--- src/rtl/core/ll1pp_pkg.sv ---
// Symbol codes, parse table and shared types of the LL(1) parser.
package ll1pp_pkg;

  localparam int unsigned StackDepthDefault = 32;
  localparam int unsigned QueueDepth        = 2;
  localparam int unsigned QueuePtrW         = $clog2(QueueDepth);
  localparam int unsigned QueueCntW         = $clog2(QueueDepth + 1);

  localparam logic [7:0] CharId   = 8'h61;  // 'a'
  localparam logic [7:0] CharPlus = 8'h2b;  // '+'
  localparam logic [7:0] CharStar = 8'h2a;  // '*'
  localparam logic [7:0] CharLpar = 8'h28;  // '('
  localparam logic [7:0] CharRpar = 8'h29;  // ')'

  typedef enum logic [3:0] {
    SymEnd  = 4'd0,
    SymId   = 4'd1,
    SymPlus = 4'd2,
    SymStar = 4'd3,
    SymLpar = 4'd4,
    SymRpar = 4'd5,
    SymE    = 4'd6,
    SymA    = 4'd7,
    SymT    = 4'd8,
    SymB    = 4'd9,
    SymF    = 4'd10,
    SymNone = 4'd15
  } sym_e;

  typedef enum logic [1:0] {
    ErrNone     = 2'd0,
    ErrSyntax   = 2'd1,
    ErrUnknown  = 2'd2,
    ErrOverflow = 2'd3
  } err_e;

  typedef enum logic [2:0] {
    RuleETA    = 3'd0,
    RuleAPlus  = 3'd1,
    RuleAEps   = 3'd2,
    RuleTFB    = 3'd3,
    RuleBStar  = 3'd4,
    RuleBEps   = 3'd5,
    RuleFParen = 3'd6,
    RuleFId    = 3'd7
  } rule_e;

  typedef struct packed {
    logic  hit;
    rule_e rule;
  } lookup_t;

  // rhs0 is the leftmost symbol and ends up on top of the stack.
  typedef struct packed {
    logic [1:0] len;
    sym_e       rhs0;
    sym_e       rhs1;
    sym_e       rhs2;
  } prod_t;

  // Classified input item as it travels from front to back.
  typedef struct packed {
    logic eos;
    logic unknown;
    sym_e term;
  } item_t;

  function automatic sym_e char_to_sym(logic [7:0] c);
    sym_e s;
    unique case (c)
      CharId:   s = SymId;
      CharPlus: s = SymPlus;
      CharStar: s = SymStar;
      CharLpar: s = SymLpar;
      CharRpar: s = SymRpar;
      default:  s = SymNone;
    endcase
    return s;
  endfunction

  function automatic logic is_terminal(sym_e s);
    return (4'(s) < 4'(SymE));
  endfunction

  function automatic lookup_t lookup_rule(sym_e nt, sym_e t);
    lookup_t res;
    res.hit  = 1'b0;
    res.rule = RuleETA;
    unique case (nt)
      SymE: begin
        if (t == SymId || t == SymLpar) begin
          res.hit = 1'b1; res.rule = RuleETA;
        end
      end
      SymA: begin
        if (t == SymPlus) begin
          res.hit = 1'b1; res.rule = RuleAPlus;
        end else if (t == SymRpar || t == SymEnd) begin
          res.hit = 1'b1; res.rule = RuleAEps;
        end
      end
      SymT: begin
        if (t == SymId || t == SymLpar) begin
          res.hit = 1'b1; res.rule = RuleTFB;
        end
      end
      SymB: begin
        if (t == SymStar) begin
          res.hit = 1'b1; res.rule = RuleBStar;
        end else if (t == SymPlus || t == SymRpar || t == SymEnd) begin
          res.hit = 1'b1; res.rule = RuleBEps;
        end
      end
      SymF: begin
        if (t == SymLpar) begin
          res.hit = 1'b1; res.rule = RuleFParen;
        end else if (t == SymId) begin
          res.hit = 1'b1; res.rule = RuleFId;
        end
      end
      default: ;
    endcase
    return res;
  endfunction

  function automatic prod_t rule_prod(rule_e r);
    prod_t p;
    unique case (r)
      RuleETA:    p = '{len: 2'd2, rhs0: SymT,    rhs1: SymA,    rhs2: SymEnd};
      RuleAPlus:  p = '{len: 2'd3, rhs0: SymPlus, rhs1: SymT,    rhs2: SymA};
      RuleAEps:   p = '{len: 2'd0, rhs0: SymEnd,  rhs1: SymEnd,  rhs2: SymEnd};
      RuleTFB:    p = '{len: 2'd2, rhs0: SymF,    rhs1: SymB,    rhs2: SymEnd};
      RuleBStar:  p = '{len: 2'd3, rhs0: SymStar, rhs1: SymF,    rhs2: SymB};
      RuleBEps:   p = '{len: 2'd0, rhs0: SymEnd,  rhs1: SymEnd,  rhs2: SymEnd};
      RuleFParen: p = '{len: 2'd3, rhs0: SymLpar, rhs1: SymE,    rhs2: SymRpar};
      RuleFId:    p = '{len: 2'd1, rhs0: SymId,   rhs1: SymEnd,  rhs2: SymEnd};
      default:    p = '{len: 2'd0, rhs0: SymEnd,  rhs1: SymEnd,  rhs2: SymEnd};
    endcase
    return p;
  endfunction

endpackage

--- src/rtl/core/ll1pp_front.sv ---
// Input side: takes characters and classifies them into terminal symbols.
module ll1pp_front import ll1pp_pkg::*; (
  input  logic       in_valid_i,
  output logic       in_ready_o,
  input  logic [7:0] token_char_i,
  input  logic       end_of_sentence_i,
  input  logic       fifo_full_i,
  output logic       fifo_push_o,
  output item_t      fifo_item_o
);

  sym_e term;

  assign term        = char_to_sym(token_char_i);
  assign in_ready_o  = !fifo_full_i;
  assign fifo_push_o = in_valid_i && !fifo_full_i;

  // The terminator overrides whatever character rides along with it.
  always_comb begin
    fifo_item_o.eos     = end_of_sentence_i;
    fifo_item_o.unknown = !end_of_sentence_i && (term == SymNone);
    fifo_item_o.term    = end_of_sentence_i ? SymEnd : term;
  end

endmodule

--- src/rtl/core/ll1pp_fifo.sv ---
// Short queue of classified items between the front and the stack engine.
module ll1pp_fifo import ll1pp_pkg::*; (
  input  logic  clk_i,
  input  logic  rst_ni,
  input  logic  push_i,
  input  item_t item_i,
  output logic  full_o,
  input  logic  pop_i,
  output logic  empty_o,
  output item_t item_o
);

  item_t                slot_q [QueueDepth];
  logic [QueuePtrW-1:0] wptr_q, rptr_q;
  logic [QueueCntW-1:0] cnt_q;

  assign full_o  = (cnt_q == QueueCntW'(QueueDepth));
  assign empty_o = (cnt_q == '0);
  assign item_o  = slot_q[rptr_q];

  always_ff @(posedge clk_i) begin
    if (push_i) begin
      slot_q[wptr_q] <= item_i;
    end
  end

  always_ff @(posedge clk_i or negedge rst_ni) begin
    if (!rst_ni) begin
      wptr_q <= '0;
      rptr_q <= '0;
      cnt_q  <= '0;
    end else begin
      if (push_i) begin
        wptr_q <= wptr_q + QueuePtrW'(1);
      end
      if (pop_i) begin
        rptr_q <= rptr_q + QueuePtrW'(1);
      end
      unique case ({push_i, pop_i})
        2'b10:   cnt_q <= cnt_q + QueueCntW'(1);
        2'b01:   cnt_q <= cnt_q - QueueCntW'(1);
        default: cnt_q <= cnt_q;
      endcase
    end
  end

endmodule

--- src/rtl/core/ll1pp_back.sv ---
// Stack engine: expands, pops and matches one stack step per cycle.
module ll1pp_back import ll1pp_pkg::*; #(
  parameter int unsigned StackDepth = StackDepthDefault
) (
  input  logic       clk_i,
  input  logic       rst_ni,
  input  logic       fifo_empty_i,
  input  item_t      fifo_item_i,
  output logic       fifo_pop_o,
  output logic       out_valid_o,
  input  logic       out_ready_i,
  output logic       sentence_done_o,
  output logic       accepted_o,
  output logic [1:0] error_kind_o
);

  localparam int unsigned LevelW = $clog2(StackDepth + 1);
  localparam int unsigned AddrW  = $clog2(StackDepth);

  typedef enum logic [2:0] {
    StIdle,
    StExec,
    StPush2,
    StRefill,
    StPopMatch,
    StDone
  } state_e;

  state_e              state_q;
  sym_e                top_q;
  sym_e                term_q;
  logic                eos_q;
  rule_e               rule_q;
  logic [LevelW-1:0]   level_q;
  logic                err_q;
  err_e                err_kind_q;
  logic                out_valid_q;
  logic                done_q;
  logic                accepted_q;
  err_e                kind_q;

  // Entries below the top of stack; entry 0 stands for the end marker and is never
  // written, so a refill down to level 1 supplies the end marker directly.
  logic [3:0]          stack_mem [StackDepth];
  logic [3:0]          rd_q;

  lookup_t             lk;
  prod_t               prod_x;
  prod_t               prod_q;
  logic                top_term;
  logic                over;
  logic [LevelW-1:0]   level_m1;
  logic [LevelW-1:0]   level_m2;
  logic [AddrW-1:0]    wr_addr;
  logic [AddrW-1:0]    rd_addr;
  logic [3:0]          wr_data;
  logic                mem_we;

  assign lk       = lookup_rule(top_q, term_q);
  assign prod_x   = rule_prod(lk.rule);
  assign prod_q   = rule_prod(rule_q);
  assign top_term = is_terminal(top_q);
  assign over     = (({1'b0, level_q} + (LevelW + 1)'(prod_x.len))
                     > (LevelW + 1)'(StackDepth + 1));
  assign level_m1 = level_q - LevelW'(1);
  assign level_m2 = level_q - LevelW'(2);
  assign wr_addr  = level_m1[AddrW-1:0];
  assign rd_addr  = level_m2[AddrW-1:0];

  always_comb begin
    mem_we  = 1'b0;
    wr_data = 4'(prod_q.rhs1);
    if (state_q == StPush2) begin
      mem_we = 1'b1;
    end else if (state_q == StExec && level_q != '0 && !top_term && lk.hit && !over &&
                 prod_x.len >= 2'd2) begin
      mem_we  = 1'b1;
      wr_data = (prod_x.len == 2'd3) ? 4'(prod_x.rhs2) : 4'(prod_x.rhs1);
    end
  end

  always_ff @(posedge clk_i) begin
    if (mem_we) begin
      stack_mem[wr_addr] <= wr_data;
    end
    rd_q <= stack_mem[rd_addr];
  end

  assign fifo_pop_o      = (state_q == StIdle) && !fifo_empty_i;
  assign out_valid_o     = out_valid_q;
  assign sentence_done_o = done_q;
  assign accepted_o      = accepted_q;
  assign error_kind_o    = 2'(kind_q);

  always_ff @(posedge clk_i or negedge rst_ni) begin
    if (!rst_ni) begin
      state_q     <= StIdle;
      top_q       <= SymE;
      term_q      <= SymEnd;
      eos_q       <= 1'b0;
      rule_q      <= RuleETA;
      level_q     <= LevelW'(2);
      err_q       <= 1'b0;
      err_kind_q  <= ErrNone;
      out_valid_q <= 1'b0;
      done_q      <= 1'b0;
      accepted_q  <= 1'b0;
      kind_q      <= ErrNone;
    end else begin
      // StDone refills the output register itself
      if (out_valid_q && out_ready_i && state_q != StDone) begin
        out_valid_q <= 1'b0;
      end
      unique case (state_q)
        StIdle: begin
          if (!fifo_empty_i) begin
            term_q <= fifo_item_i.term;
            eos_q  <= fifo_item_i.eos;
            if (err_q) begin
              state_q <= StDone;
            end else if (!fifo_item_i.eos && fifo_item_i.unknown) begin
              err_q      <= 1'b1;
              err_kind_q <= ErrUnknown;
              state_q    <= StDone;
            end else begin
              state_q <= StExec;
            end
          end
        end
        StExec: begin
          priority if (level_q == '0) begin
            err_q      <= 1'b1;
            err_kind_q <= ErrSyntax;
            state_q    <= StDone;
          end else if (top_term) begin
            if (top_q != term_q) begin
              err_q      <= 1'b1;
              err_kind_q <= ErrSyntax;
              state_q    <= StDone;
            end else if (term_q == SymEnd) begin
              state_q <= StDone;
            end else begin
              // pop the matched terminal, fetch the entry below
              level_q <= level_m1;
              state_q <= StPopMatch;
            end
          end else if (!lk.hit) begin
            err_q      <= 1'b1;
            err_kind_q <= ErrSyntax;
            state_q    <= StDone;
          end else if (over) begin
            err_q      <= 1'b1;
            err_kind_q <= ErrOverflow;
            state_q    <= StDone;
          end else begin
            unique case (prod_x.len)
              2'd0: begin
                level_q <= level_m1;
                state_q <= StRefill;
              end
              2'd1: begin
                top_q <= prod_x.rhs0;
              end
              2'd2: begin
                top_q   <= prod_x.rhs0;
                level_q <= level_q + LevelW'(1);
              end
              default: begin
                // rightmost symbol written now, middle one next cycle
                rule_q  <= lk.rule;
                level_q <= level_q + LevelW'(1);
                state_q <= StPush2;
              end
            endcase
          end
        end
        StPush2: begin
          top_q   <= prod_q.rhs0;
          level_q <= level_q + LevelW'(1);
          state_q <= StExec;
        end
        StRefill: begin
          top_q   <= (level_q == LevelW'(1)) ? SymEnd : sym_e'(rd_q);
          state_q <= StExec;
        end
        StPopMatch: begin
          // terminal consumed: refill the top and finish the item
          top_q   <= (level_q == LevelW'(1)) ? SymEnd : sym_e'(rd_q);
          state_q <= StDone;
        end
        StDone: begin
          if (!out_valid_q || out_ready_i) begin
            out_valid_q <= 1'b1;
            done_q      <= eos_q;
            accepted_q  <= eos_q && !err_q;
            kind_q      <= (eos_q && err_q) ? err_kind_q : ErrNone;
            if (eos_q) begin
              top_q      <= SymE;
              level_q    <= LevelW'(2);
              err_q      <= 1'b0;
              err_kind_q <= ErrNone;
            end
            state_q <= StIdle;
          end
        end
        default: state_q <= StIdle;
      endcase
    end
  end

endmodule

--- src/rtl/core/ll1_predictive_parser.sv ---
// LL(1) expression recognizer: E->TA, A->+TA|e, T->FB, B->*FB|e, F->(E)|a.
// From the input transfer: the item is taken from the queue, then one stack step a cycle
// (an expansion, a three-symbol rule with a second push, an epsilon pop with a refill, a match
// with a pop and a refill, or the end marker), then the result; an ignored or unknown one skips them.
// One item in the stack engine at a time: the next is taken from the queue only back in idle.
// Reset: stack holds end marker below E, level 2, error cleared; no clearing pass.
module ll1_predictive_parser import ll1pp_pkg::*; #(
  parameter int unsigned StackDepth = StackDepthDefault
) (
  input  logic       clk_i,
  input  logic       rst_ni,
  input  logic       in_valid_i,
  output logic       in_ready_o,
  input  logic [7:0] token_char_i,
  input  logic       end_of_sentence_i,
  output logic       out_valid_o,
  input  logic       out_ready_i,
  output logic       sentence_done_o,
  output logic       accepted_o,
  output logic [1:0] error_kind_o
);

  logic  fifo_push, fifo_pop, fifo_full, fifo_empty;
  item_t push_item, pop_item;

  ll1pp_front u_front (
    .in_valid_i       (in_valid_i),
    .in_ready_o       (in_ready_o),
    .token_char_i     (token_char_i),
    .end_of_sentence_i(end_of_sentence_i),
    .fifo_full_i      (fifo_full),
    .fifo_push_o      (fifo_push),
    .fifo_item_o      (push_item)
  );

  ll1pp_fifo u_fifo (
    .clk_i  (clk_i),
    .rst_ni (rst_ni),
    .push_i (fifo_push),
    .item_i (push_item),
    .full_o (fifo_full),
    .pop_i  (fifo_pop),
    .empty_o(fifo_empty),
    .item_o (pop_item)
  );

  ll1pp_back #(
    .StackDepth(StackDepth)
  ) u_back (
    .clk_i          (clk_i),
    .rst_ni         (rst_ni),
    .fifo_empty_i   (fifo_empty),
    .fifo_item_i    (pop_item),
    .fifo_pop_o     (fifo_pop),
    .out_valid_o    (out_valid_o),
    .out_ready_i    (out_ready_i),
    .sentence_done_o(sentence_done_o),
    .accepted_o     (accepted_o),
    .error_kind_o   (error_kind_o)
  );

endmodule

--- config.mk ---
export PLATFORM = sky130hd
export DESIGN_NAME = ll1_predictive_parser
export DESIGN_NICKNAME = d
export VERILOG_FILES = /design/src/rtl/core/ll1pp_pkg.sv /design/src/rtl/core/ll1pp_front.sv /design/src/rtl/core/ll1pp_fifo.sv /design/src/rtl/core/ll1pp_back.sv /design/src/rtl/core/ll1_predictive_parser.sv
export SDC_FILE = /design/constraint.sdc
export NUM_CORES = 1
export LEC_CHECK = 0
export ABC_AREA = 1
export BUFFER_PORTS_ARGS = -buffer_cell sky130_fd_sc_hd__buf_2
export CAP_MARGIN = 20
export CORE_ASPECT_RATIO = 0.9
export CORE_MARGIN = 10
export CORE_UTILIZATION = 63
export CTS_CLUSTER_DIAMETER = 30
export CTS_CLUSTER_SIZE = 25
export DETAILED_ROUTE_END_ITERATION = 10
export GPL_TIMING_DRIVEN = 0
export MAX_ROUTING_LAYER = met4
export PLACE_DENSITY_LB_ADDON = 0.12
export SYNTH_ARGS = -nofsm -noshare
export SYNTH_HDL_FRONTEND = slang
export SYNTH_SLANG_ARGS = --single-unit
--- constraint.sdc ---
create_clock -name clk_i -period 6.7 [get_ports clk_i]
set_clock_uncertainty 0.1 [all_clocks]
set_input_delay 1.34 -clock clk_i [delete_from_list [all_inputs] [get_ports clk_i]]
set_output_delay 1.34 -clock clk_i [all_outputs]
set_load 0.005 [all_outputs]
-- Word-level counts from Yosys, hierarchy flattened
Memories as Yosys holds them, arrays and structs flattened. A register that Yosys moved wholly into a read port is not among the register bits.
Cells that the tools add are included.
- word-level logic and storage cells: 209
- ROM bits: 224
- memories kept: 4
- bits in writable memories: 140
- register bits after elaboration: 33
- bits of input ports: 13
- output and inout bits: 6
- memory list (memory ; words ; bits a word ; rd ports ; clocked after Yosys merged registers in ; write ports ; line ; text):
    u_back.stack_mem ; 32 ; 4 ; 1 ; 1 ; 1 ; ll1pp_back.sv:44 ; logic [3:0] stack_mem [StackDepth];
    (no name shown) ; 8 ; 14 ; 1 ; 0 ; 0 ; ll1pp_pkg.sv:128 ; unique case (r)
    (no name shown) ; 8 ; 14 ; 1 ; 0 ; 0 ; ll1pp_pkg.sv:128 ;
    u_fifo.slot_q ; 2 ; 6 ; 1 ; 0 ; 1 ; ll1pp_fifo.sv:13 ; item_t slot_q [QueueDepth];
- bitwise gates (word level): 5
- equal/unequal tests: 48
- reductions and logical operators: 48
- add/subtract/negate cells: 8
- magnitude comparators: 3
- multiplexer cells: 78
- operator list (cell ; count):
    2-to-1 mux 4 bit ; 20
    2-to-1 mux 6 bit ; 8
    one-hot mux 4 bit (5 select lines) ; 2
    equality test 8 x 6 -> 1 bit, second input constant ; 4
    2-to-1 mux 3 bit ; 9
    2-to-1 mux 2 bit ; 11
    2-to-1 mux 1 bit ; 20
    one-hot mux 6 bit (3 select lines) ; 1
    equality test 4 x 3 -> 1 bit, second input constant ; 4
    equality test 4 bit, second input constant ; 4
    one-hot mux 4 bit (4 select lines) ; 1
    AND reduction 8 bit ; 2
    one-hot mux 3 bit (5 select lines) ; 1
    != test 2 bit, second input constant ; 7
    logical AND 1 bit ; 13
    one-hot mux 6 bit (2 select lines) ; 1
    AND reduction 6 bit ; 2
    != test 3 bit, second input constant ; 3
    AND reduction 9 bit ; 1
    equality test 2 bit, second input constant ; 4
    equality test 4 x 2 -> 1 bit, second input constant ; 2
    equality test 8 x 7 -> 1 bit, second input constant ; 1
    zero test 1 bit ; 8
    adder 6 x 2 -> 7 bit ; 1
    other kinds (40) ; 60

-- Depth between registers and ports, before layout
Gate-level depths: netlist (run 1).
An unclocked memory read counts as a cell.
- depth in word-level cells: 16
- depth in mapped cells: 25
- mapped depth without buffers: 25

-- Hierarchy
From an unflattened synthesis (run 1), not the netlist that was laid out.
- cells, all modules: 905
- area total of the unflattened synthesis: 8787.2 sq um
- modules (own cells, without submodules) (module ; area each (sq um) ; sequential area each (sq um) ; cells an instance ; times used):
    ll1pp_back ; 7966.4 ; 4653.2 ; 817 ; 1
    ll1pp_fifo ; 656.9 ; 460.4 ; 55 ; 1
    ll1pp_front ; 163.9 ; 0.0 ; 33 ; 1

-- Worst setup path after synthesis (run 1)
Ideal clock, no wire load.
- kind: register -> register
- from: register u_back.top_q[2]
- to: memory u_back.stack_mem[0][0], data pin
- cell stages (with the launch flop): 21
- period minus slack after synthesis: 5.294 ns
- slack: 1.406 ns
- arrival: 4.740 ns
- library setup time: 0.454 ns
- path buffers: 0
- cells stage by stage: dfstp_2 > inv_2 > nand2_1 > nor2_1 > a21oi_1 > and2_1 > inv_1 > ha_1 > o21ai_0 > ha_1 > inv_1 > fa_1 > nor2_2 > nand2_1 > nand2_1 > nand3_2 > o21ai_4 > nand2_4 > nor2_4 > nand2_4 > o21ai_0
- RTL lines (what ; line ; text):
    from (decl) ; ll1pp_back.sv:30 ; sym_e top_q;
    from (signal assigned) ; ll1pp_back.sv:98 ; top_q <= SymE;
    from (signal assigned) ; ll1pp_back.sv:162 ; top_q <= prod_x.rhs0;
    from (signal assigned) ; ll1pp_back.sv:165 ; top_q <= prod_x.rhs0;
    to (decl) ; ll1pp_back.sv:44 ;

==> impl_metrics.json, run 1 <==
{
  "drtIter0Drc": 909,
  "async_flop_share_pct": 18.9,
  "via_count": 6538,
  "die-area_um2": 18800,
  "period_share_pct": 77.8,
  "synth_largest_area_cell": "edfxtp_1",
  "drive_gt1_share_pct": 10.9,
  "clk_latency_ns": 0.43,
  "netlist_top_cells_count": "nor2_1, edfxtp_1, nand2_1, o21ai_0, inv_1",
  "dr.max_layer_used": "met4",
  "slowest_delay_ns": 0.59,
  "status": "completed",
  "setup-violations-final": 0,
  "startpoint_type": "register",
  "place_ws_ns": 1.51,
  "crit_top_cell": "nand2_1",
  "ys.flop_type": "edfxtp_1",
  "stdcell_count": 1094,
  "cts-root-buf": "clkbuf_16",
  "met1Wirelength_mm": 8.71,
  "drt-total-wl_mm": 20.1,
  "syn_nets": 910,
  "max_slew_margin_pct": 40.8,
  "num_antenna_cells": 0,
  "ys_warn_count": 0,
  "final_hold_viol_count": 0,
  "synth.most_common_cell": "nor2_1",
  "place.gp.congestion": 0.939,
  "path_cells": "inv_2, nand2_1, nor2_1, a21oi_1, and2_1, inv_1, ha_1, o21ai_0, ha_1, inv_1, fa_1, nor2_2, nand2_1, nand2_1, nand3_2, o21ai_4, nand2_4, nor2_4, nand2_4, inv_1, nand2_1, nand2_1, buf_16",
  "synth_area_per_cell_um2": 9.88,
  "arrival_ns": 5.40,
  "fmaxAchievable_mhz": 192,
  "critPathRequiredTime_ns": 6.88,
  "fin_util_pct": 71.5,
  "htreeDepth": 4,
  "cts_hold_buf": 0,
  "clock_path_buffers": 2,
  "ys_types": 46,
  "met3WireLength_mm": 1.90,
  "cts-resized-gates": 0,
  "p_total_mw": 4.27,
  "worstRegToRegCells": 23,
  "critPathKind": "reg -> reg",
  "std_cell_rows": 40,
  "synth_top_area_share_pct": 48.1,
  "p_leak_nw": 3.94,
  "holdPathStages": 2,
  "synth-seq-cells": 175,
  "core-area_um2": 13400,
  "postPlaceCellArea_um2": 9020,
  "dp_cells": 1062,
  "first_global_vias": 6537,
  "cts_buffers": 17,
  "clkTransAtPathRegs_ns": 0.07,
  "cts_tree": "done",
  "portBuffers": 18,
  "stdcell_area_um2": 9560,
  "die_x_um": 143,
  "post-cts-setup-buffer-count": 0,
  "firstDrtPassIters": 6,
  "report.final.slew_viol_count": 0,
  "critPathMaxFanout": 17,
  "vias_per_cell": 5.98,
  "ant_nets": 0,
  "ir_drop_mv": 0.302,
  "slowest_stage": "dfstp_2",
  "syn_inst": 872,
  "antenna_found_initial": 0,
  "die_h_um": 131,
  "wl_met2_mm": 9.17,
  "grt_usage_pct": 23.3,
  "area.growth.synth_to_final_pct": 11.0,
  "grt-ovfl-total": 0,
  "min_path_type": "reg -> reg",
  "powerDensity_nw_per_um2": 447,
  "syn_area_um2": 8610,
  "setup_slack_ns": 1.49,
  "worst_slew_pin_slew_ns": 0.888,
  "maxCapViolations": 0,
  "critPathCaptureType": "register",
  "io_pins": 19,
  "drc": 0,
  "clock_sink_count": 175,
  "period_minus_slack_ns": 5.21,
  "synth_edf_count": 138,
  "grt_start_max_net_pins": 34,
  "rsz0062_at_grt": "false",
  "ys_seq_area_share_pct": 58.7,
  "nNetsFinal": 951,
  "initial_utilization_pct": 64.5,
  "wl_per_cell_um": 18.4,
  "synth_area_leaders": "edfxtp_1, dfrtp_1, nor2_1, nand2_1, o21ai_0",
  "grt_pass1_wl_mm": 32.8,
  "dp_hpwl_mm": 14.3
}
==> worst max-delay path, delay by kind of cell (launching register included) <==
kind                       cells  cell delay [ns]
and+or+nand+nor               12             1.80
adders and majority gates      3             0.92
buffers and inverters          5             0.56
DFF                            1             0.59
AOI/OAI and AO/OA              3             1.07
==> report_power, final <==
part / internal [mW] / switching, mW
logic: 0.614 / 1.34
clock network: 0.481 / 0.418
registers: 1.31 / 0.109
total: 2.40 / 1.87
==> layer usage <==
metal  vias up  GRT usage (%)
li1       3090              -
met1      3083           30.8
met2       322           35.3
met3        43           5.99
met4         0           6.72
met5         -              -
==> kinds of logic (layout without fill, tap and decap cells) <==
kind of cell / count (synthesis) / in the layout / synth area share [%]
buf+inv: 98 / 152 / 4.44
mux: 1 / 1 / 0.116
simple gates: 386 / 386 / 19.6
flops: 175 / 175 / 58.7
xor+xnor: 17 / 17 / 1.73
compound gates: 170 / 170 / 11.7
fa+ha+maj: 25 / 25 / 3.72
==> flip-flops by register name, summed over array words and instances, names as in the netlist <==
signal                  cells
u_back.term_q               4
u_back.level_q              6
u_fifo.slot_q              10
u_back.rd_q                 4
u_back.accepted_o           1
u_back.state_q              3
u_back.eos_q                1
u_back.stack_mem          128
u_fifo.cnt_q                2
u_back.error_kind_o         2
u_back.err_kind_q           2
u_back.err_q                1
u_back.top_q                4
u_back.sentence_done_o      1
u_back.out_valid_o          1
u_fifo.rptr_q               1
u_back.rule_q               3
u_fifo.wptr_q               1
==> final timing paths <==
check | start | endpoint | slack (ns)
max | u_back.top_q[2] | u_back.stack_mem[0][3] | 1.49
min | u_back.rule_q[0] | u_back.rule_q[0] | 0.39
max reg2reg | u_back.top_q[2] | u_back.stack_mem[0][3] | 1.49
min reg2reg | u_back.rule_q[0] | u_back.rule_q[0] | 0.39
max in group asynchronous | rst_ni | u_fifo.cnt_q[0] | 5.13
min in group asynchronous | rst_ni | u_back.rule_q[1] | 0.88
==> area by class of cell <==
type | instances | area, um2
Timing Repair Buffer | 22 | 188
Buffer | 29 | 124
Clock buffer | 19 | 433
Clock inverter | 13 | 105
Fill cell | 948 | 3800
Sequential cell | 175 | 5050
Multi-Input combinational cell | 599 | 3190
Inverter | 69 | 259
Tap cell | 168 | 210
==> layout by cell type (no fill, tap or decap), drive strengths merged, types with 7 or more instances in the layout <==
cell,n
o22ai,15
dfrtp,30
o211ai,28
nand3,45
inv,75
nor2,172
buf,30
xnor2,7
xor2,10
edfxtp,138
o21ai,97
ha,24
nand4,10
nand2,144
clkbuf,40
a31oi,7
a21oi,13
==> through the flow <==
| stage | setup TNS [ns] | hold WS [ns] |
|---|---|---|
| after global routing | 0 | 0.428 |
| after global placement | -23.59 | 0.370 |
| after CTS | 0 | 0.399 |
| final | 0 | 0.392 |
| after detailed placement | 0 | 0.371 |
| after floorplan | 0 | 0.342 |
Power figures use the tool's default switching activity.
==> run 2, diff against run 1 <==
--- a/config.mk
+++ b/config.mk
@@ -5,7 +5,7 @@
 export SDC_FILE = /design/constraint.sdc
 export NUM_CORES = 1
 export LEC_CHECK = 0
-export ABC_AREA = 1
+export ABC_AREA = 0
 export BUFFER_PORTS_ARGS = -buffer_cell sky130_fd_sc_hd__buf_2
 export CAP_MARGIN = 20
 export CORE_ASPECT_RATIO = 0.9
==> constraint.sdc (replaced) <==
create_clock -name clk_i -period 5.5 [get_ports clk_i]
set_clock_uncertainty 0.1 [all_clocks]
set_input_delay 1.1 -clock clk_i [delete_from_list [all_inputs] [get_ports clk_i]]
set_output_delay 1.1 -clock clk_i [all_outputs]
set_load 0.005 [all_outputs]
==> run 2 against run 1 <==
Synthesized cell count down 26%. Worst hold slack worse by 0.014 ns. Critical path depth down 4. First-iteration DRC count down 22%. Clock-buffer cell count down 2. Sequential power up 15%. Power up 5.1%. Die area up 0.19%. Largest power group unchanged. Via count down 15%. Cell count down 20%. Critical endpoint is now u_back.stack_mem[8][2]. Highest routed layer unchanged. Non-clock buffer count up 15. Register-to-register slack worse by 1.2 ns.
==> impl_metrics.json, run 2 <==
{
  "status": "completed",
  "ys_types": 75,
  "drc": 0,
  "slowest_delay_ns": 0.51,
  "reg2reg_slack_ns": 0.26,
  "std_cell_rows": 40,
  "final_hold_viol_count": 0,
  "biggestRegsByFlops": "u_back.stack_mem: 128 flops, u_fifo.slot_q: 10 flops, u_back.level_q: 6 flops",
  "ys_warn_count": 0,
  "p_int_mw": 2.82,
  "setup-violations-final": 0,
  "syn_inst": 643,
  "multi_input_area_um2": 3430,
  "netlist_top_cells_count": "edfxtp_1, nand2_1, nor2_1, mux4_2, dfrtp_1",
  "largest_register_ffs": 128,
  "firstDrtPassIters": 5,
  "swShare_pct": 37.2,
  "first_global_vias": 5305,
  "drt-total-wl_mm": 19.0,
  "io_pins": 19,
  "antenna_found_initial": 0,
  "nFillCells": 867,
  "startpoint_type": "register",
  "arrival_ns": 5.42,
  "via_count": 5535,
  "die-area_um2": 18800,
  "clkTransAtPathRegs_ns": 0.07,
  "p_total_mw": 4.49,
  "clock_sink_count": 175,
  "cp_num_buf_inv": 5,
  "register_area_um2": 5050,
  "clock_path_buffers": 2,
  "dp_cells": 831,
  "syn_nets": 681,
  "grt-ovfl-total": 0,
  "critPathRequiredTime_ns": 5.68,
  "cts_buffers": 17,
  "worst_slew_pin_slew_ns": 0.965,
  "synth_top_area_share_pct": 48.0,
  "slowest_stage": "dfstp_2",
  "place_ws_ns": -0.474,
  "die_x_um": 143,
  "hold-worst-slack_ns": 0.379,
  "syn_area_um2": 8630,
  "grt_start_max_net_pins": 34,
  "synth_area_per_cell_um2": 13.4,
  "maxCapViolations": 0,
  "period_share_pct": 95.3,
  "cts_hold_buf": 0,
  "path_cells": "clkbuf_2, nand4bb_1, or4_1, o31ai_1, or2_4, inv_1, ha_1, a21oi_4, inv_1, fa_1, a211oi_2, nand2_1, o211ai_1, nand4_1, nor2_4, and2_1, buf_8, mux2i_4, buf_12",
  "synth-seq-cells": 175,
  "layout.cells.most_common": "edfxtp_1",
  "initial_utilization_pct": 64.6,
  "synth.most_common_cell": "edfxtp_1",
  "powerDensity_nw_per_um2": 461,
  "stdcell_count": 874,
  "period_minus_slack_ns": 5.24,
  "ant_nets": 0,
  "num_antenna_cells": 0,
  "ir_drop_mv": 0.400,
  "cts_tree": "done",
  "ys_seq_area_share_pct": 58.5,
  "drive_gt1_share_pct": 21.5,
  "ys.flop_type": "edfxtp_1",
  "drtIter0Drc": 707,
  "synth_area_leaders": "edfxtp_1, mux4_2, dfrtp_1, ha_1, nand2_1",
  "critPathCaptureType": "register",
  "synth_largest_area_cell": "edfxtp_1",
  "critPathKind": "reg -> reg",
  "report.final.slew_viol_count": 0,
  "setup_slack_ns": 0.261,
  "crit_top_cell": "inv_1",
  "grt_pass1_wl_mm": 29.8,
  "clockPowerShare_pct": 24.2,
  "comb_power_share_pct": 39.3,
  "clk_latency_ns": 0.43,
  "die_h_um": 131,
  "p_leak_nw": 3.73,
  "critPathMaxFanout": 21,
  "fin_util_pct": 72.9,
  "area.growth.synth_to_final_pct": 12.9,
  "cts-root-buf": "clkbuf_16",
  "pwr-share-seq_pct": 36.5,
  "grt_usage_pct": 21.8,
  "crit_family": "simple AND/OR/NAND/NOR gates",
  "dp_hpwl_mm": 13.0,
  "min_path_type": "reg -> reg",
  "max_slew_margin_pct": 35.2,
  "htreeDepth": 4,
  "place.gp.congestion": 0.894,
  "portBuffers": 18,
  "final_cell_mix": "edfxtp_1, nand2_1, nor2_1",
  "nNetsFinal": 731,
  "synth_edf_count": 138,
  "fmaxAchievable_mhz": 191,
  "top_register": "u_back.stack_mem",
  "wl_per_cell_um": 21.7,
  "p_sw_mw": 1.67,
  "vias_per_cell": 6.33,
  "async_flop_share_pct": 18.9,
  "core-area_um2": 13400
}
## run 2: timing repair
action / 4_1_cts / 5_1_grt
setup buffers: 4 / 5
gates resized for setup: 4 / 8
endpoints found under the setup margin: 156 / 248
cloned: 2 / 0
pin swaps: 0 / 4
## run 2: power groups by stage
| stage | logic, mW | registers, mW | clock network (mW) |
|---|---|---|---|
| finish | 1.77 | 1.64 | 1.09 |
| floorplan | 1.31 | 1.64 | 0 |
| detailed placement | 1.71 | 1.67 | 0 |
| global route | 1.94 | 1.66 | 1.16 |
| CTS | 1.73 | 1.64 | 1.10 |
| global placement | 1.65 | 1.66 | 0 |
## run 2: routing by layer
layer | track usage, % | share of wire (%) | vias to the layer above
met5 | - | 0 | -
met4 | 4.98 | 0.82 | 0
met3 | 4.83 | 8.3 | 13
met2 | 30.8 | 45 | 259
met1 | 32.0 | 46 | 2744
li1 | - | - | 2519
## run 2: cell families after synthesis
logic type	Yosys count	synth area share (%)
multiplexers	67	13.7
flip-flops	175	58.5
buffers and inverters	59	3.10
AO/OA/AOI/OAI	87	7.20
adder cells (fa/ha/maj)	25	3.71
XOR/XNOR	19	1.93
AND/OR/NAND/NOR	211	11.8
## run 2: cell type report
type | instances | share of cell area [%]
Buffer | 37 | 1.94
Clock buffer | 17 | 4.37
Clock inverter | 15 | 1.13
Inverter | 22 | 0.847
Multi-Input combinational cell | 411 | 35.2
Sequential cell | 175 | 51.9
Tap cell | 168 | 2.16
Timing Repair Buffer | 29 | 2.49
## run 2: final timing paths
| kind | start | end | cells after the start |
|---|---|---|---|
| min in group asynchronous | rst_ni | u_back.rule_q[1] | 1 |
| worst max register to register | u_back.top_q[1] | u_back.stack_mem[8][2] | 19 |
| max in group asynchronous | rst_ni | u_back.level_q[4] | 1 |
| worst max-delay path | u_back.top_q[1] | u_back.stack_mem[8][2] | 19 |
| worst min register to register | u_back.sentence_done_o | u_back.sentence_done_o | 2 |
| worst min-delay path | u_back.sentence_done_o | u_back.sentence_done_o | 2 |
## run 2: tightest hold or removal path, stage by stage, from the launching register on
cell and delay (ns):
dfrtp_1 0.34, nand2_1 0.05, nand2_1 0.06
## run 2: stage by stage
stage / area, um2 / TNS [ns]
floorplan: 8630 / 0
detailed placement: 9000 / -43.38
global route: 9750 / -0.546
finish: 9750 / 0
global placement: 8930 / -193.24
CTS: 9650 / 0
